<file path="config.mk">
export PLATFORM = sky130hd
export DESIGN_NAME = lwae_ram
export DESIGN_NICKNAME = d
export VERILOG_FILES = /design/src/lwae_ram.sv
export SDC_FILE = /design/constraint.sdc
export NUM_CORES = 2
export LEC_CHECK = 0
export ABC_AREA = 0
export BUFFER_PORTS_ARGS = -buffer_cell sky130_fd_sc_hd__buf_2
export CORE_ASPECT_RATIO = 1.4
export CORE_MARGIN = 2
export CORE_UTILIZATION = 35
export CTS_BUF_LIST = sky130_fd_sc_hd__clkbuf_8
export DETAILED_ROUTE_END_ITERATION = 8
export GPL_TIMING_DRIVEN = 1
export PLACE_DENSITY = 0.56
export SLEW_MARGIN = 20
export SYNTH_ARGS = -nofsm -noshare
export SYNTH_HDL_FRONTEND = slang
export SYNTH_SLANG_ARGS = --single-unit
</file>
<file path="constraint.sdc">
create_clock -name clk -period 3.65 [get_ports clk]
set_input_delay 0.1825 -clock clk [delete_from_list [all_inputs] [get_ports clk]]
set_output_delay 0.1825 -clock clk [all_outputs]
set_load 0.005 [all_outputs]
</file>
<file path="src/lwae_ram.sv">
// Simple dual-port RAM: one write port, one read port with registered data.
module lwae_ram #(
	parameter int unsigned WIDTH = 24,
	parameter int unsigned DEPTH = 128
) (
	input  logic                                    clk,
	input  logic                                    we,
	input  logic [((DEPTH > 1) ? $clog2(DEPTH) : 1)-1:0] waddr,
	input  logic [WIDTH-1:0]                        wdata,
	input  logic [((DEPTH > 1) ? $clog2(DEPTH) : 1)-1:0] raddr,
	output logic [WIDTH-1:0]                        rdata
);

	logic [WIDTH-1:0] mem_q [DEPTH];

	always_ff @(posedge clk) begin
		if (we) begin
			mem_q[waddr] <= wdata;
		end
		rdata <= mem_q[raddr];
	end

endmodule

</file>
# After elaboration in Yosys (flattened, before gate mapping)
# Memory sizes are Yosys's and may differ from the RTL's. A register that Yosys moved wholly into a read port is not among the register bits.
# Cells that the tools add are included.
# W data, S select, Z words.
dict set report totals {
  reg_bits 0
  ram_bits 3072
  in_bits 40
  word_cells 3
  n_memories 1
}
dict set report classes {
  n_mux 2
}
# name words width rd rd_ports_with_merged_regs write_ports line_no
set memory_table {}
lappend memory_table {mem_q 128 24 1 1 1 14} ;# logic [WIDTH-1:0] mem_q [DEPTH];
# cell n
set ops {}
lappend ops {{$mux W1} 2}

# Depth between registers and ports, before layout
dict set report depth {
  ltp_word 2
  depth_mapped 8
}

# Worst setup path after synthesis
# No wires, ideal clock.
dict set report synth_timing {
  path_kind {in2reg}
  from {in we}
  to {mem mem_q[98][0] (enable)}
  t_arrival_ns 2.424
  required_time_ns 3.215
  path_slack_ns 0.791
  cell_stages 3
  path_buffers 1
  path_cell_list {clkbuf_1 nand4_1 nor3_1}
}
dict set report synth_via {
  elab_chain_len 2
}
# item line_no
set synth_lines {}
lappend synth_lines {{start: declaration} 7} ;# input logic we,
lappend synth_lines {{$mux W1} 17} ;# if (we) begin
lappend synth_lines {{$mux W1 (implied by the code)} 18} ;# mem_q[waddr] <= wdata;
lappend synth_lines {{end: declaration} 14}
# No other way between the ends.

==> results.cfg <==
[status]
outcome = completed

[timing]
rsz0062_at_grt = false
fin_ws_ns = 0.490
slew_violations = 0
fin_crit_ns = 3.16
hold_slack_ns = 0.109
period_share_pct = 86.6
worst_pin_slew_ns = 1.14
finalSetupTns_ns = 0
maxSlewHeadroom_pct = 24.0
fin_skew_ns = 0.0837
finalHoldViolations = 0
timing.fmax_mhz = 316
setup_viol = 0

[clock_tree]
path_clk_slew_ns = 0.07
cts_sinks = 3096
cts.repair.resized = 0
post_cts_buffers = 0
cts_tree = built
clockBufferDepth = 4
ctsHoldBuffers = 36
cts_max_level = 5
cts_buffers = 441
clkLatencyLatePin_ns = 1.06
clockRootBuffer = clkbuf_8

[worst_setup_path]
crit_fanout = 4
reg2reg_from = mem_q[119][11]
cp.required_ns = 4.60
end_kind = flip-flop
start_kind = flip-flop
critPathArrivalTime_ns = 4.11
regToRegEndpoint = rdata[11]
path_class = reg -> reg
worstRegToRegCells = 5
r2r_setup_slack_ns = 0.49

[power]
totalPowerFinal_mw = 70.2
peakVddDrop_uv = 296
p_leak_nw = 41.6
power_density_nw_per_um2 = 517

[synth]
synth_xor_area_share_pct = 0
synth_top_family_by_area = multiplexers
ys_ff_latch = 3096
synth_fp_nets = 4578
synth.distinct_cells = 16
synth_edf_count = 3072
synth_top_area_cell = edfxtp_1
ys_warn_count = 0
netlist.area_leader.share_pct = 78.6
synth.most_common_cell = edfxtp_1
synth_ff_type = edfxtp_1
ys_seq_area_share_pct = 79.0
synth_area_leaders = edfxtp_1, mux4_2, clkbuf_1
netlist_top_cells_count = edfxtp_1, mux4_2, clkbuf_1
synthCells = 4538
synth-simple-area-share_pct = 0.594
synth.mux.area_fraction_pct = 19.6
synthArstFlopShare_pct = 0
syn_area_um2 = 117000
syn_avg_cell_area_um2 = 25.9
synthAdderAreaFrac_pct = 0
synth_compound_area_share_pct = 0

[hold_path]
min_path_cells = 2
hp-class = in -> reg
min_from = wdata[21]
hold_path_end = mem_q[68][21]

[place]
hpwlAfterDp_mm = 193
placed_area_um2 = 127000
dp_cells = 9115
gp_congestion = 0.792
post-place-ws_ns = 0.173
io_buffers = 63

[drt]
wl_per_cell_um = 33.1
ant_nets = 0
drt-total-wl_mm = 332
drt-initial-drc-count = 5957
dr.pass1.iters = 5
via_per_inst = 5.40
drcViolationCount = 0
vias = 54200

[die]
top_level_ports = 64
die_area_um2 = 340000
row_count = 251
start_util_pct = 35.2
die_h_um = 689
die_x_um = 493
core_area_um2 = 334000

[layout]
drive_gt1_share_pct = 38.7
instances_no_fill = 10000
fin_util_pct = 40.6
syn_to_final_growth_pct = 15.6
final_area_um2 = 136000
final_nets = 5207

[global_route]
grt_max_degree = 129
grt_usage_pct = 19.4
grt_pass1_wl_mm = 459
grt_overflow_total = 0
antenna_found_initial = 36
grt_pass1_vias = 56900

[flow_run]
max_cap_viol_count = 0
-- placed cells by master, fill, tap and decap left out --
| cell | instances |
|---|---|
| buf_12 | 75 |
| buf_2 | 33 |
| buf_4 | 277 |
| buf_6 | 2 |
| buf_8 | 3 |
| bufinv_16 | 20 |
| clkbuf_8 | 465 |
| clkinv_1 | 137 |
| clkinv_2 | 78 |
| clkinv_8 | 3 |
| clkinvlp_4 | 9 |
| dfxtp_1 | 24 |
| diode_2 | 71 |
| dlygate4sd3_1 | 36 |
| edfxtp_1 | 3072 |
| inv_1 | 90 |
| inv_6 | 5 |
| inv_8 | 3 |
| mux2_2 | 24 |
| mux4_2 | 1008 |
| nand2_1 | 11 |
| nand2_2 | 3 |
| nand2b_1 | 2 |
| nand3_1 | 8 |
| nand3_2 | 4 |
| nand4_1 | 3 |
| nor2_1 | 3 |
| nor2_2 | 9 |
| nor2_4 | 110 |
| nor2b_1 | 7 |
| nor3_2 | 9 |
| or3_1 | 1 |
-- per-layer routing --
layer / wire length [um] / global-route usage, %
met1: 121000 / 23.4
met2: 178000 / 35.0
met3: 19800 / 2.61
met4: 12800 / 7.68
met5: 100 / 0
-- layout make-up --
class                      instances  area (um^2)
fill                           28900       198000
clock inverter                   345         2040
multi-input combinational       1202        24600
clock buffer                     465         6400
antenna                           71          178
timing repair buffer             426         4170
tap                             4427         5540
sequential                      3096        92700
-- power by group --
group          internal (mW)  total, mW  switching (mW)
clock                   13.3       26.7            13.4
sequential              39.3       39.4           0.170
combinational           1.59       4.06            2.47
total                   54.1       70.2            16.1
-- state kept, by name (all words and copies together) (netlist names) --
signal,cells
mem_q,3072
rdata,24
-- kinds of logic after synthesis --
kind of cell  after synthesis
flops                    3096
buf+inv                   240
simple gates              170
mux                      1032
-- critical path, cell delays in order (launching register included) --
cell and delay [ns]:
edfxtp_1 0.37, mux4_2 0.49, mux4_2 0.69, mux4_2 0.65
mux2_2 0.30, dlygate4sd3_1 0.56
-- how the worst max path moves through the flow --
stage,from,end,slack [ns],cells after the start
floorplan,we,mem_q[98][0],0.79,3
global placement,raddr[0],rdata[1],0.19,8
detailed placement,raddr[0],rdata[1],0.17,8
CTS,mem_q[119][11],rdata[11],0.50,5
global route,mem_q[118][11],rdata[11],0.47,5
finish,mem_q[119][11],rdata[11],0.49,5
(Power assumes the default switching activity.)
